<file path="src/bht_pkg.sv">
package bht_pkg;

	// Fixed field widths of the stream payloads
	localparam int RAW_W    = 8;
	localparam int QRY_W    = 3;
	localparam int CNT_W    = 16;
	localparam int MASK_W   = 8;
	localparam int S_DATA_W = 16;
	localparam int M_DATA_W = 48;

	// Default button count
	localparam int BUTTON_COUNT_DEF = 8;

	// Counter codes
	localparam logic [CNT_W-1:0] CNT_IDLE     = 16'h0000;
	localparam logic [CNT_W-1:0] CNT_FIRST    = 16'h0001;
	localparam logic [CNT_W-1:0] CNT_MAX      = 16'hFFFE;
	localparam logic [CNT_W-1:0] CNT_RELEASED = 16'hFFFF;

	// Remainder unit: bits retired per cycle and remainder steps per button
	localparam int DIV_BITS  = 4;
	localparam int DIV_STEPS = CNT_W / DIV_BITS;
	localparam int DIV_IT_W  = $clog2(DIV_STEPS);

	// Configuration register map
	localparam int CFG_IDX_W = 1;
	localparam logic [CFG_IDX_W-1:0] REG_HOLD_FRAMES   = 1'b0;
	localparam logic [CFG_IDX_W-1:0] REG_REPEAT_PERIOD = 1'b1;

	localparam logic [CNT_W-1:0] HOLD_FRAMES_RST   = 16'd1;
	localparam logic [CNT_W-1:0] REPEAT_PERIOD_RST = 16'd0;

	// Controller to datapath commands
	typedef struct packed {
		logic start;      // latch request, clear masks, rewind button index
		logic update;     // update counter of current button, seed remainder
		logic divide;     // one remainder step
		logic finish_btn; // record repeat bit, advance button
		logic publish;    // load output register
	} bht_cmd_t;

	// Datapath to controller status
	typedef struct packed {
		logic last_div;
		logic last_btn;
		logic out_busy;
	} bht_sts_t;

endpackage

</file>
<file path="src/bht_ctrl.sv">
module bht_ctrl
	import bht_pkg::*;
(
	input  logic     clk,
	input  logic     arst_n,
	input  logic     req_valid,
	output logic     req_ready,
	input  bht_sts_t sts,
	output bht_cmd_t cmd
);

	typedef enum logic [2:0] {
		ST_IDLE,
		ST_UPDATE,
		ST_DIVIDE,
		ST_FINISH,
		ST_PUBLISH
	} state_t;

	state_t state_q;

	assign req_ready = (state_q == ST_IDLE);

	// Command decode
	always_comb begin
		cmd            = '0;
		cmd.start      = (state_q == ST_IDLE) && req_valid;
		cmd.update     = (state_q == ST_UPDATE);
		cmd.divide     = (state_q == ST_DIVIDE);
		cmd.finish_btn = (state_q == ST_FINISH);
		cmd.publish    = (state_q == ST_PUBLISH) && !sts.out_busy;
	end

	// Sequencer: per button one update, DIV_STEPS remainder steps, one finish
	always_ff @(posedge clk or negedge arst_n) begin
		if (!arst_n) begin
			state_q <= ST_IDLE;
		end else begin
			case (state_q)
				ST_IDLE: begin
					if (req_valid) state_q <= ST_UPDATE;
				end
				ST_UPDATE: begin
					state_q <= ST_DIVIDE;
				end
				ST_DIVIDE: begin
					if (sts.last_div) state_q <= ST_FINISH;
				end
				ST_FINISH: begin
					state_q <= sts.last_btn ? ST_PUBLISH : ST_UPDATE;
				end
				ST_PUBLISH: begin
					if (!sts.out_busy) state_q <= ST_IDLE;
				end
				default: begin
					state_q <= ST_IDLE;
				end
			endcase
		end
	end

endmodule

</file>
<file path="src/bht_datapath.sv">
module bht_datapath
	import bht_pkg::*;
#(
	parameter int BUTTON_COUNT = BUTTON_COUNT_DEF
) (
	input  logic                 clk,
	input  logic                 arst_n,
	input  bht_cmd_t             cmd,
	output bht_sts_t             sts,
	input  logic [RAW_W-1:0]     raw_buttons,
	input  logic [QRY_W-1:0]     query_button,
	input  logic                 cfg_we,
	input  logic [CFG_IDX_W-1:0] cfg_index,
	input  logic [CNT_W-1:0]     cfg_data,
	output logic                 out_valid,
	input  logic                 out_ready,
	output logic [MASK_W-1:0]    pressed_mask,
	output logic [MASK_W-1:0]    released_mask,
	output logic [MASK_W-1:0]    held_mask,
	output logic [MASK_W-1:0]    repeat_mask,
	output logic [CNT_W-1:0]     held_time
);

	// Buttons past the sample width never leave idle, so only these are kept
	localparam int LANES = (BUTTON_COUNT < RAW_W) ? BUTTON_COUNT : RAW_W;
	localparam int IDX_W = (LANES > 1) ? $clog2(LANES) : 1;

	logic [CNT_W-1:0]    cnt_q [LANES];
	logic [LANES-1:0]    raw_q;
	logic [QRY_W-1:0]    query_q;
	logic [IDX_W-1:0]    btn_q;
	logic [DIV_IT_W-1:0] iter_q;
	logic [CNT_W-1:0]    cur_q;
	logic [CNT_W-1:0]    div_q;
	logic [CNT_W-1:0]    rem_q;
	logic [LANES-1:0]    pm_q, rm_q, hm_q, pr_q;
	logic [CNT_W-1:0]    ht_q;
	logic [CNT_W-1:0]    hold_frames_q;
	logic [CNT_W-1:0]    repeat_period_q;
	logic                out_valid_q;
	logic [MASK_W-1:0]   pm_out_q, rm_out_q, hm_out_q, pr_out_q;
	logic [CNT_W-1:0]    ht_out_q;

	logic [CNT_W-1:0]    c_old, c_new;
	logic                down;
	logic [CNT_W:0]      target;
	logic [CNT_W-1:0]    rem_nxt;
	logic [CNT_W-1:0]    div_nxt;
	logic                rep_hit;

	// Next counter value of the current button
	always_comb begin
		c_old = cnt_q[btn_q];
		down  = !raw_q[btn_q];
		if (down) begin
			if (c_old < CNT_MAX)            c_new = c_old + CNT_FIRST;
			else if (c_old == CNT_RELEASED) c_new = CNT_FIRST;
			else                            c_new = c_old;
		end else begin
			if (c_old == CNT_IDLE || c_old == CNT_RELEASED) c_new = CNT_IDLE;
			else                                           c_new = CNT_RELEASED;
		end
	end

	assign target = {1'b0, hold_frames_q} + {{CNT_W{1'b0}}, 1'b1};

	// Restoring remainder, DIV_BITS dividend bits per cycle
	always_comb begin
		logic [CNT_W:0] trial;
		rem_nxt = rem_q;
		div_nxt = div_q;
		for (int k = 0; k < DIV_BITS; k++) begin
			trial   = {rem_nxt, div_nxt[CNT_W-1]};
			div_nxt = {div_nxt[CNT_W-2:0], 1'b0};
			if (trial >= {1'b0, repeat_period_q})
				rem_nxt = CNT_W'(trial - {1'b0, repeat_period_q});
			else
				rem_nxt = trial[CNT_W-1:0];
		end
	end

	assign rep_hit = (cur_q != CNT_IDLE) && (cur_q != CNT_RELEASED) &&
		((repeat_period_q <= CNT_FIRST) || (rem_q == CNT_FIRST));

	assign sts.last_div = (iter_q == DIV_IT_W'(DIV_STEPS - 1));
	assign sts.last_btn = (btn_q == IDX_W'(LANES - 1));
	assign sts.out_busy = out_valid_q && !out_ready;

	// Configuration registers
	always_ff @(posedge clk or negedge arst_n) begin
		if (!arst_n) begin
			hold_frames_q   <= HOLD_FRAMES_RST;
			repeat_period_q <= REPEAT_PERIOD_RST;
		end else if (cfg_we) begin
			case (cfg_index)
				REG_HOLD_FRAMES:   hold_frames_q   <= cfg_data;
				REG_REPEAT_PERIOD: repeat_period_q <= cfg_data;
				default: ;
			endcase
		end
	end

	// Hold counters
	always_ff @(posedge clk or negedge arst_n) begin
		if (!arst_n) begin
			for (int i = 0; i < LANES; i++) cnt_q[i] <= CNT_IDLE;
		end else if (cmd.update) begin
			cnt_q[btn_q] <= c_new;
		end
	end

	// Sweep control: button index and remainder step
	always_ff @(posedge clk or negedge arst_n) begin
		if (!arst_n) begin
			btn_q  <= '0;
			iter_q <= '0;
		end else begin
			if (cmd.start)      btn_q  <= '0;
			if (cmd.finish_btn) btn_q  <= btn_q + IDX_W'(1);
			if (cmd.update)     iter_q <= '0;
			if (cmd.divide)     iter_q <= iter_q + DIV_IT_W'(1);
		end
	end

	// Working payload
	always_ff @(posedge clk) begin
		if (cmd.start) begin
			raw_q   <= raw_buttons[LANES-1:0];
			query_q <= query_button;
			pm_q    <= '0;
			rm_q    <= '0;
			hm_q    <= '0;
			pr_q    <= '0;
			ht_q    <= CNT_IDLE;
		end
		if (cmd.update) begin
			cur_q <= c_new;
			div_q <= c_new;
			rem_q <= CNT_IDLE;
			pm_q[btn_q] <= (c_new == CNT_FIRST);
			rm_q[btn_q] <= (c_new == CNT_RELEASED);
			hm_q[btn_q] <= ({1'b0, c_new} == target);
			if (QRY_W'(btn_q) == query_q)
				ht_q <= (c_new == CNT_RELEASED) ? CNT_IDLE : c_new;
		end
		if (cmd.divide) begin
			rem_q <= rem_nxt;
			div_q <= div_nxt;
		end
		if (cmd.finish_btn) begin
			pr_q[btn_q] <= rep_hit;
		end
	end

	// Output register
	always_ff @(posedge clk or negedge arst_n) begin
		if (!arst_n) begin
			out_valid_q <= 1'b0;
		end else if (cmd.publish) begin
			out_valid_q <= 1'b1;
		end else if (out_ready) begin
			out_valid_q <= 1'b0;
		end
	end

	always_ff @(posedge clk) begin
		if (cmd.publish) begin
			pm_out_q <= MASK_W'(pm_q);
			rm_out_q <= MASK_W'(rm_q);
			hm_out_q <= MASK_W'(hm_q);
			pr_out_q <= MASK_W'(pr_q);
			ht_out_q <= ht_q;
		end
	end

	assign out_valid     = out_valid_q;
	assign pressed_mask  = pm_out_q;
	assign released_mask = rm_out_q;
	assign held_mask     = hm_out_q;
	assign repeat_mask   = pr_out_q;
	assign held_time     = ht_out_q;

endmodule

</file>
<file path="src/button_hold_tracker_top.sv">
// Button hold tracker. Each request on the slave stream is one frame sample of
// up to eight active-low buttons plus a query index; each yields exactly one
// result on the master stream with the just-pressed, just-released, held and
// repeat masks and the held time of the queried button. Buttons are visited
// one after another through a single remainder unit that retires four bits per
// cycle, and each request is swept over all buttons before the next is taken;
// the result sits in an output register, so a stalled master side does not
// hold up the next sample until its own result is ready. Registers hold_frames
// (index 0) and repeat_period (index 1) are written through the cfg channel,
// which is always ready, and must only be written while no request is in flight.
module button_hold_tracker_top
	import bht_pkg::*;
#(
	parameter int BUTTON_COUNT = BUTTON_COUNT_DEF
) (
	input  logic                 clk,
	input  logic                 arst_n,
	input  logic                 s_tvalid,
	output logic                 s_tready,
	input  logic [S_DATA_W-1:0]  s_tdata,   // [7:0] raw_buttons, [10:8] query_button
	output logic                 m_tvalid,
	input  logic                 m_tready,
	output logic [M_DATA_W-1:0]  m_tdata,   // [7:0] pressed_mask, [15:8] released_mask,
	                                        // [23:16] held_mask, [31:24] repeat_mask,
	                                        // [47:32] held_time
	input  logic                 cfg_valid,
	output logic                 cfg_ready,
	input  logic [CFG_IDX_W-1:0] cfg_index,
	input  logic [CNT_W-1:0]     cfg_data
);

	bht_cmd_t cmd;
	bht_sts_t sts;

	logic [MASK_W-1:0] pressed_mask, released_mask, held_mask, repeat_mask;
	logic [CNT_W-1:0]  held_time;

	assign cfg_ready = 1'b1;

	bht_ctrl u_ctrl (
		.clk       (clk),
		.arst_n    (arst_n),
		.req_valid (s_tvalid),
		.req_ready (s_tready),
		.sts       (sts),
		.cmd       (cmd)
	);

	bht_datapath #(
		.BUTTON_COUNT (BUTTON_COUNT)
	) u_datapath (
		.clk           (clk),
		.arst_n        (arst_n),
		.cmd           (cmd),
		.sts           (sts),
		.raw_buttons   (s_tdata[RAW_W-1:0]),
		.query_button  (s_tdata[RAW_W+QRY_W-1:RAW_W]),
		.cfg_we        (cfg_valid && cfg_ready),
		.cfg_index     (cfg_index),
		.cfg_data      (cfg_data),
		.out_valid     (m_tvalid),
		.out_ready     (m_tready),
		.pressed_mask  (pressed_mask),
		.released_mask (released_mask),
		.held_mask     (held_mask),
		.repeat_mask   (repeat_mask),
		.held_time     (held_time)
	);

	assign m_tdata = {held_time, repeat_mask, held_mask, released_mask, pressed_mask};

endmodule
</file>
<file path="config.mk">
export PLATFORM = sky130hd
export DESIGN_NAME = button_hold_tracker_top
export DESIGN_NICKNAME = d
export VERILOG_FILES = /design/src/bht_pkg.sv /design/src/bht_ctrl.sv /design/src/bht_datapath.sv /design/src/button_hold_tracker_top.sv
export SDC_FILE = /design/constraint.sdc
export NUM_CORES = 1
export LEC_CHECK = 0
export BUFFER_PORTS_ARGS = -buffer_cell sky130_fd_sc_hd__buf_2
export CORE_MARGIN = 8
export CORE_UTILIZATION = 60
export DETAILED_ROUTE_END_ITERATION = 8
export GPL_ROUTABILITY_DRIVEN = 1
export PLACE_DENSITY = 0.75
export SYNTH_ARGS = -nofsm -noshare
export SYNTH_HDL_FRONTEND = slang
export SYNTH_SLANG_ARGS = --single-unit
</file>
<file path="constraint.sdc">
create_clock -name clk -period 11.7 [get_ports clk]
set_clock_uncertainty 0.2 [all_clocks]
set_input_delay 2.34 -clock clk [delete_from_list [all_inputs] [get_ports clk]]
set_output_delay 2.34 -clock clk [all_outputs]
set_load 0.01 [all_outputs]
</file>
==> results.json, run 1 <==
{
  "synth-edff-count": 103,
  "drive_gt1_share_pct": 15.70,
  "final_common_cell": "nand2_1",
  "cts_hold_buf": 0,
  "fp.dieW_um": 189.8,
  "clk_latency_ps": 520,
  "max_slew_margin_pct": 19.41,
  "hold_viol": 0,
  "boundaryPins": 89,
  "arrival_ps": 11100,
  "dieHeight_um": 189.8,
  "path_clk_slew_ps": 60,
  "cts_tree": "yes",
  "grt_max_degree": 94,
  "grt_overflow": 0,
  "fin_hold_ws_ps": 227.4,
  "syn_avg_cell_area_um2": 9.877,
  "cts_sinks": 324,
  "synthFlopType": "dfrtp_1",
  "core-area_mm2": 0.02972,
  "status": "complete, no violations",
  "synth.distinct_cells": 95,
  "slowest_stage": "a2111oi_2",
  "netlist_area_mm2": 0.01811,
  "vias_per_cell": 6.270,
  "cts-buffers-inserted": 36,
  "layout_common_cells": "nand2_1, o21ai_0, dfrtp_1, edfxtp_1, buf_2",
  "grt-busiest-layer": "met2",
  "drtAntennaViolNets": 0,
  "area_delta_synth_final_pct": 10.11,
  "cap_violations": 0,
  "synth_top_area_cell": "dfrtp_1",
  "hpwl_um": 34600,
  "fmaxAchievable_mhz": 90.63,
  "maxSlewViolCount": 0,
  "start_util_pct": 60.95,
  "use_met1_pct": 35.67,
  "antenna_found_initial": 0,
  "yosys_warnings": 0,
  "async_flop_share_pct": 52.16,
  "ys_seq_area_share_pct": 46.18,
  "fp-row-count": 63,
  "gp_congestion": 0.9396,
  "track_usage_pct": 26.16,
  "global_route.usage.met3_pct": 3.991,
  "post-route-util_pct": 67.12,
  "synth_seq_cells": 324,
  "portBuffers": 82,
  "end_kind": "flop",
  "syn_nets": 1946,
  "drc": 0,
  "wl_um": 48270,
  "cp-start-kind": "flop",
  "syn-instance-count": 1834,
  "vias": 14390,
  "first_pass_iters": 5,
  "avgRoutedWirePerCell_um": 21.03,
  "met2_usage_pct": 41.48,
  "htree_num_levels": 2,
  "clk_path_buf_depth": 3,
  "regArea_mm2": 0.008369,
  "die_area_mm2": 0.03601,
  "worstMarginPinSlew_ps": 1204,
  "cpPeakStageDelay_ps": 560,
  "holdCritPathClass": "flop to flop",
  "fin_crit_ps": 11030,
  "synth.area.top_cells": "dfrtp_1, edfxtp_1, dfxtp_1",
  "setup_viol": 0,
  "grt_pass1_vias": 13757,
  "grt_pass1_wl_um": 75080,
  "clockRootBuffer": "clkbuf_16",
  "final_nets": 1992,
  "timing.final.crit_share_pct": 94.31,
  "multiInputGateArea_mm2": 0.009044,
  "fillerInstances": 2319,
  "drt-initial-drc-count": 1247,
  "synth_top_area_share_pct": 23.21,
  "cp_max_fo": 16,
  "cp_data_required_time_ps": 11770,
  "path_class": "flop to flop",
  "antennaDiodeCount": 0
}
==> through the flow <==
step                worst slack, ps  setup TNS [ps]  instance area, um2  std cells
floorplan                      1362               0               18110       1834
global route                 -7.760          -7.760               19950       2295
detailed placement            580.0               0               18800       2232
finish                        666.1               0               19950       2295
CTS                           542.7               0               19940       2295
global placement              674.3               0               18800       2232
==> cell families after synthesis <==
logic type | count (synthesis) | synth area share, %
simple gates | 602 | 16.47
compound gates | 461 | 15.85
flops | 324 | 46.18
buf+inv | 173 | 4.062
mux | 128 | 8.717
fa+ha+maj | 74 | 5.277
xor+xnor | 71 | 3.433
other cells | 1 | 0.02070
==> routing by layer <==
metal | vias up | part of all wire (%)
met3 | 109 | 6.8
li1 | 6794 | -
met1 | 6995 | 44
met5 | - | 0
met2 | 492 | 46
met4 | 0 | 3.9
==> registers in the layout, summed over array words and instances (netlist names), 8 cells and up <==
signal                      cells
u_datapath.cnt_q              128
u_datapath.cur_q               16
u_datapath.div_q               16
u_datapath.held_mask            8
u_datapath.held_time           16
u_datapath.hm_q                 8
u_datapath.hold_frames_q       16
u_datapath.ht_q                16
u_datapath.pm_q                 8
u_datapath.pr_q                 8
u_datapath.pressed_mask         8
u_datapath.raw_q                8
u_datapath.released_mask        8
u_datapath.rem_q               16
u_datapath.repeat_mask          8
u_datapath.repeat_period_q     16
u_datapath.rm_q                 8
==> synthesized netlist by cell type, types with 14 or more instances <==
| master | n |
|---|---|
| dfrtp_1 | 168 |
| and3_1 | 18 |
| nand3_1 | 79 |
| o21ai_0 | 207 |
| inv_1 | 64 |
| xnor2_1 | 50 |
| o31ai_1 | 28 |
| clkbuf_1 | 75 |
| mux4_2 | 17 |
| buf_2 | 15 |
| nor3_1 | 35 |
| nor4_1 | 25 |
| o21a_1 | 21 |
| xor2_1 | 21 |
| dfxtp_1 | 52 |
| a21o_1 | 14 |
| mux2i_1 | 46 |
| mux2_2 | 63 |
| nand2_1 | 259 |
| nor2_1 | 63 |
| edfxtp_1 | 103 |
| ha_1 | 70 |
| nor2b_1 | 18 |
| nand4_1 | 28 |
| a21oi_1 | 67 |
==> final cells by class <==
cell class              count  area share, %
clock inverters            16         0.7904
multi-input cells        1337          45.34
repair buffers            113          3.256
clock buffers              47          4.924
flip-flops and latches    324          41.96
well taps                 390          2.447
inverters                  68          1.280
==> worst max-delay path, delay by kind of cell, from the launching register on <==
kind | cells | cell delay [ps]
mux | 2 | 740
fa+ha+maj | 4 | 1380
buf+inv | 4 | 970
simple gates | 9 | 1490
flops | 1 | 490
compound gates | 21 | 5500
==> final timing paths <==
| check | slack (ps) | endpoint | startpoint | cells after the start |
|---|---|---|---|---|
| setup / recovery | 670 | u_datapath.rem_q[0] | u_datapath.repeat_period_q[1] | 40 |
| hold / removal | 230 | u_datapath.held_mask[6] | u_datapath.hm_q[6] | 0 |
| setup reg to reg | 670 | u_datapath.rem_q[0] | u_datapath.repeat_period_q[1] | 40 |
| hold reg to reg | 230 | u_datapath.held_mask[6] | u_datapath.hm_q[6] | 0 |
| max in group asynchronous | 8040 | u_datapath.cnt_q[104] | arst_n | 2 |
| min in group asynchronous | 1710 | u_datapath.repeat_period_q[8] | arst_n | 1 |
==> repair_timing <==
action | 4_1_cts | 5_1_grt
resized for setup | 0 | 3
setup endpoints to repair | 0 | 15
setup buffers | 0 | 0
Power of run 1 is left out: the tool's default activity adds up to more than one toggle a clock period on the data nets, which glitch-free logic cannot reach.
==> inputs of run 2 (changes only) <==
--- a/config.mk
+++ b/config.mk
@@ -7,10 +7,10 @@
 export LEC_CHECK = 0
 export BUFFER_PORTS_ARGS = -buffer_cell sky130_fd_sc_hd__buf_2
 export CORE_MARGIN = 8
-export CORE_UTILIZATION = 60
+export CORE_UTILIZATION = 43
 export DETAILED_ROUTE_END_ITERATION = 8
 export GPL_ROUTABILITY_DRIVEN = 1
-export PLACE_DENSITY = 0.75
+export PLACE_DENSITY = 0.56
 export SYNTH_ARGS = -nofsm -noshare
 export SYNTH_HDL_FRONTEND = slang
 export SYNTH_SLANG_ARGS = --single-unit
==> run 2 against run 1 <==
  * Register-to-register slack barely moved
  * Hold slack got worse by 2.8 ps
  * Non-clock buffer count up 5
  * Sequential share of layout area is 0.75 points lower
  * Die area is 36% higher
  * First-iteration DRC count shrank 4.3%
==> results.json, run 2 (synthesis gave the netlist of run 1 again) <==
{
  "cts-buffers-inserted": 37,
  "fin_ws_ps": 662.5,
  "boundaryPins": 89,
  "cts_resized": 0,
  "clockRootBuffer": "clkbuf_16",
  "wl_met2_um": 23280,
  "design_area_mm2": 0.02031,
  "antennaDiodeCount": 0,
  "core-area_mm2": 0.04176,
  "fp.dieW_um": 221.2,
  "htree_num_levels": 2,
  "timing.rr.end": "u_datapath.rem_q[9]",
  "holdCritPathClass": "flop to flop",
  "fp-row-count": 75,
  "gp_congestion": 0.9159,
  "fillerInstances": 3968,
  "path_class": "flop to flop",
  "grt_pass1_wl_um": 80530,
  "slowest_stage": "mux2_2",
  "final_common_cell": "nand2_1",
  "cts_setup_buffers": 0,
  "drtAntennaViolNets": 0,
  "post-route-util_pct": 48.64,
  "antenna_found_initial": 1,
  "hpwl_um": 37390,
  "cp_max_fo": 15,
  "final_nets": 1998,
  "met3WireLength_um": 2683,
  "wl_met1_um": 23370,
  "first_pass_iters": 5,
  "crit_end": "u_datapath.rem_q[9]",
  "top_layer": "met4",
  "cap_violations": 0,
  "grt_pass1_vias": 13918,
  "drc": 0,
  "cts_sinks": 324,
  "end_kind": "flop",
  "avgRoutedWirePerCell_um": 20.80,
  "r2r_cells": 44,
  "timing.final.crit_share_pct": 94.34,
  "cpPeakStageDelay_ps": 420,
  "worstMarginPinSlew_ps": 1168,
  "grt_max_degree": 75,
  "fmaxAchievable_mhz": 90.60,
  "cp_data_required_time_ps": 11840,
  "vias": 14112,
  "wl_um": 51050,
  "fin_hold_ws_ps": 224.6,
  "clk_path_buf_depth": 3,
  "r2r_start": "u_datapath.repeat_period_q[9]",
  "pre_cts_slack_ps": 385.2,
  "cp-start-kind": "flop",
  "drt-initial-drc-count": 1194,
  "max_slew_margin_pct": 22.05,
  "largest_register": "u_datapath.cnt_q",
  "r2r_slack_ps": 660,
  "die_area_mm2": 0.04895,
  "grt_overflow": 0,
  "arrival_ps": 11180,
  "drive_gt1_share_pct": 16.29,
  "layout_common_cells": "nand2_1, o21ai_0, dfrtp_1, edfxtp_1, buf_2",
  "placed_cell_area_mm2": 0.01903,
  "fin_crit_ps": 11040,
  "hold_viol": 0,
  "path_clk_slew_ps": 60,
  "vias_per_cell": 5.751,
  "cts_tree": "yes",
  "setup_viol": 0,
  "largest_reg_flops": 128,
  "cts_hold_buf": 0,
  "track_usage_pct": 20.61,
  "portBuffers": 82,
  "maxSlewViolCount": 0,
  "dieHeight_um": 221.2,
  "status": "complete, no violations",
  "area_delta_synth_final_pct": 12.12,
  "start_util_pct": 43.38,
  "critPathLaunch": "u_datapath.repeat_period_q[9]",
  "clk_latency_ps": 550
}
-- run 2: changes by cell type in the layout (fill, tap and decap cells not counted), sizes merged --
cell	change
buf	+5
clkbuf	+2
bufinv	+1
clkinvlp	+4
clkinv	-2
-- run 2: worst max-delay path: cells and delay by family, from the launching register on --
family                   cells  cell delay, ps
AO/OA/AOI/OAI               23            5670
adder cells (fa/ha/maj)      4            1210
buffers and inverters        7            1220
flip-flops                   1             390
multiplexers                 2             730
AND/OR/NAND/NOR              8            1390
-- run 2: layout make-up --
cell class | count | area, um2 | share of cell area, %
clock inverters | 19 | 209.0 | 1.029
repair buffers | 118 | 699.4 | 3.444
flip-flops and latches | 324 | 8369 | 41.21
multi-input cells | 1337 | 9051 | 44.57
inverters | 68 | 255.2 | 1.257
well taps | 539 | 674.4 | 3.321
clock buffers | 49 | 1051 | 5.175
-- run 2: metal layers --
| metal | global-route usage, % | vias to the layer above |
|---|---|---|
| met1 | 27.69 | 6813 |
| met2 | 33.08 | 390 |
| met3 | 3.571 | 93 |
| li1 | - | 6816 |
| met4 | 7.576 | 0 |
| met5 | 0 | - |
-- run 2: worst min-delay path by stage --
stage,from,slack [ps],cells past startpoint,endpoint
after floorplan,u_datapath.hm_q[0],210,0,u_datapath.held_mask[0]
after global placement,u_datapath.pm_q[0],210,0,u_datapath.pressed_mask[0]
after detailed placement,u_datapath.pm_q[0],220,0,u_datapath.pressed_mask[0]
after CTS,u_datapath.pm_q[1],230,0,u_datapath.pressed_mask[1]
after global routing,u_datapath.rm_q[4],230,0,u_datapath.released_mask[4]
final,u_datapath.ht_q[7],220,0,u_datapath.held_time[7]
-- run 2: stage by stage --
| step | std cells | setup TNS [ps] |
|---|---|---|
| finish | 2454 | 0 |
| CTS | 2454 | 0 |
| global route | 2454 | -16.56 |
| detailed placement | 2386 | 0 |
| floorplan | 1834 | 0 |
| global placement | 2386 | 0 |
Power of run 2 is left out for the same reason.
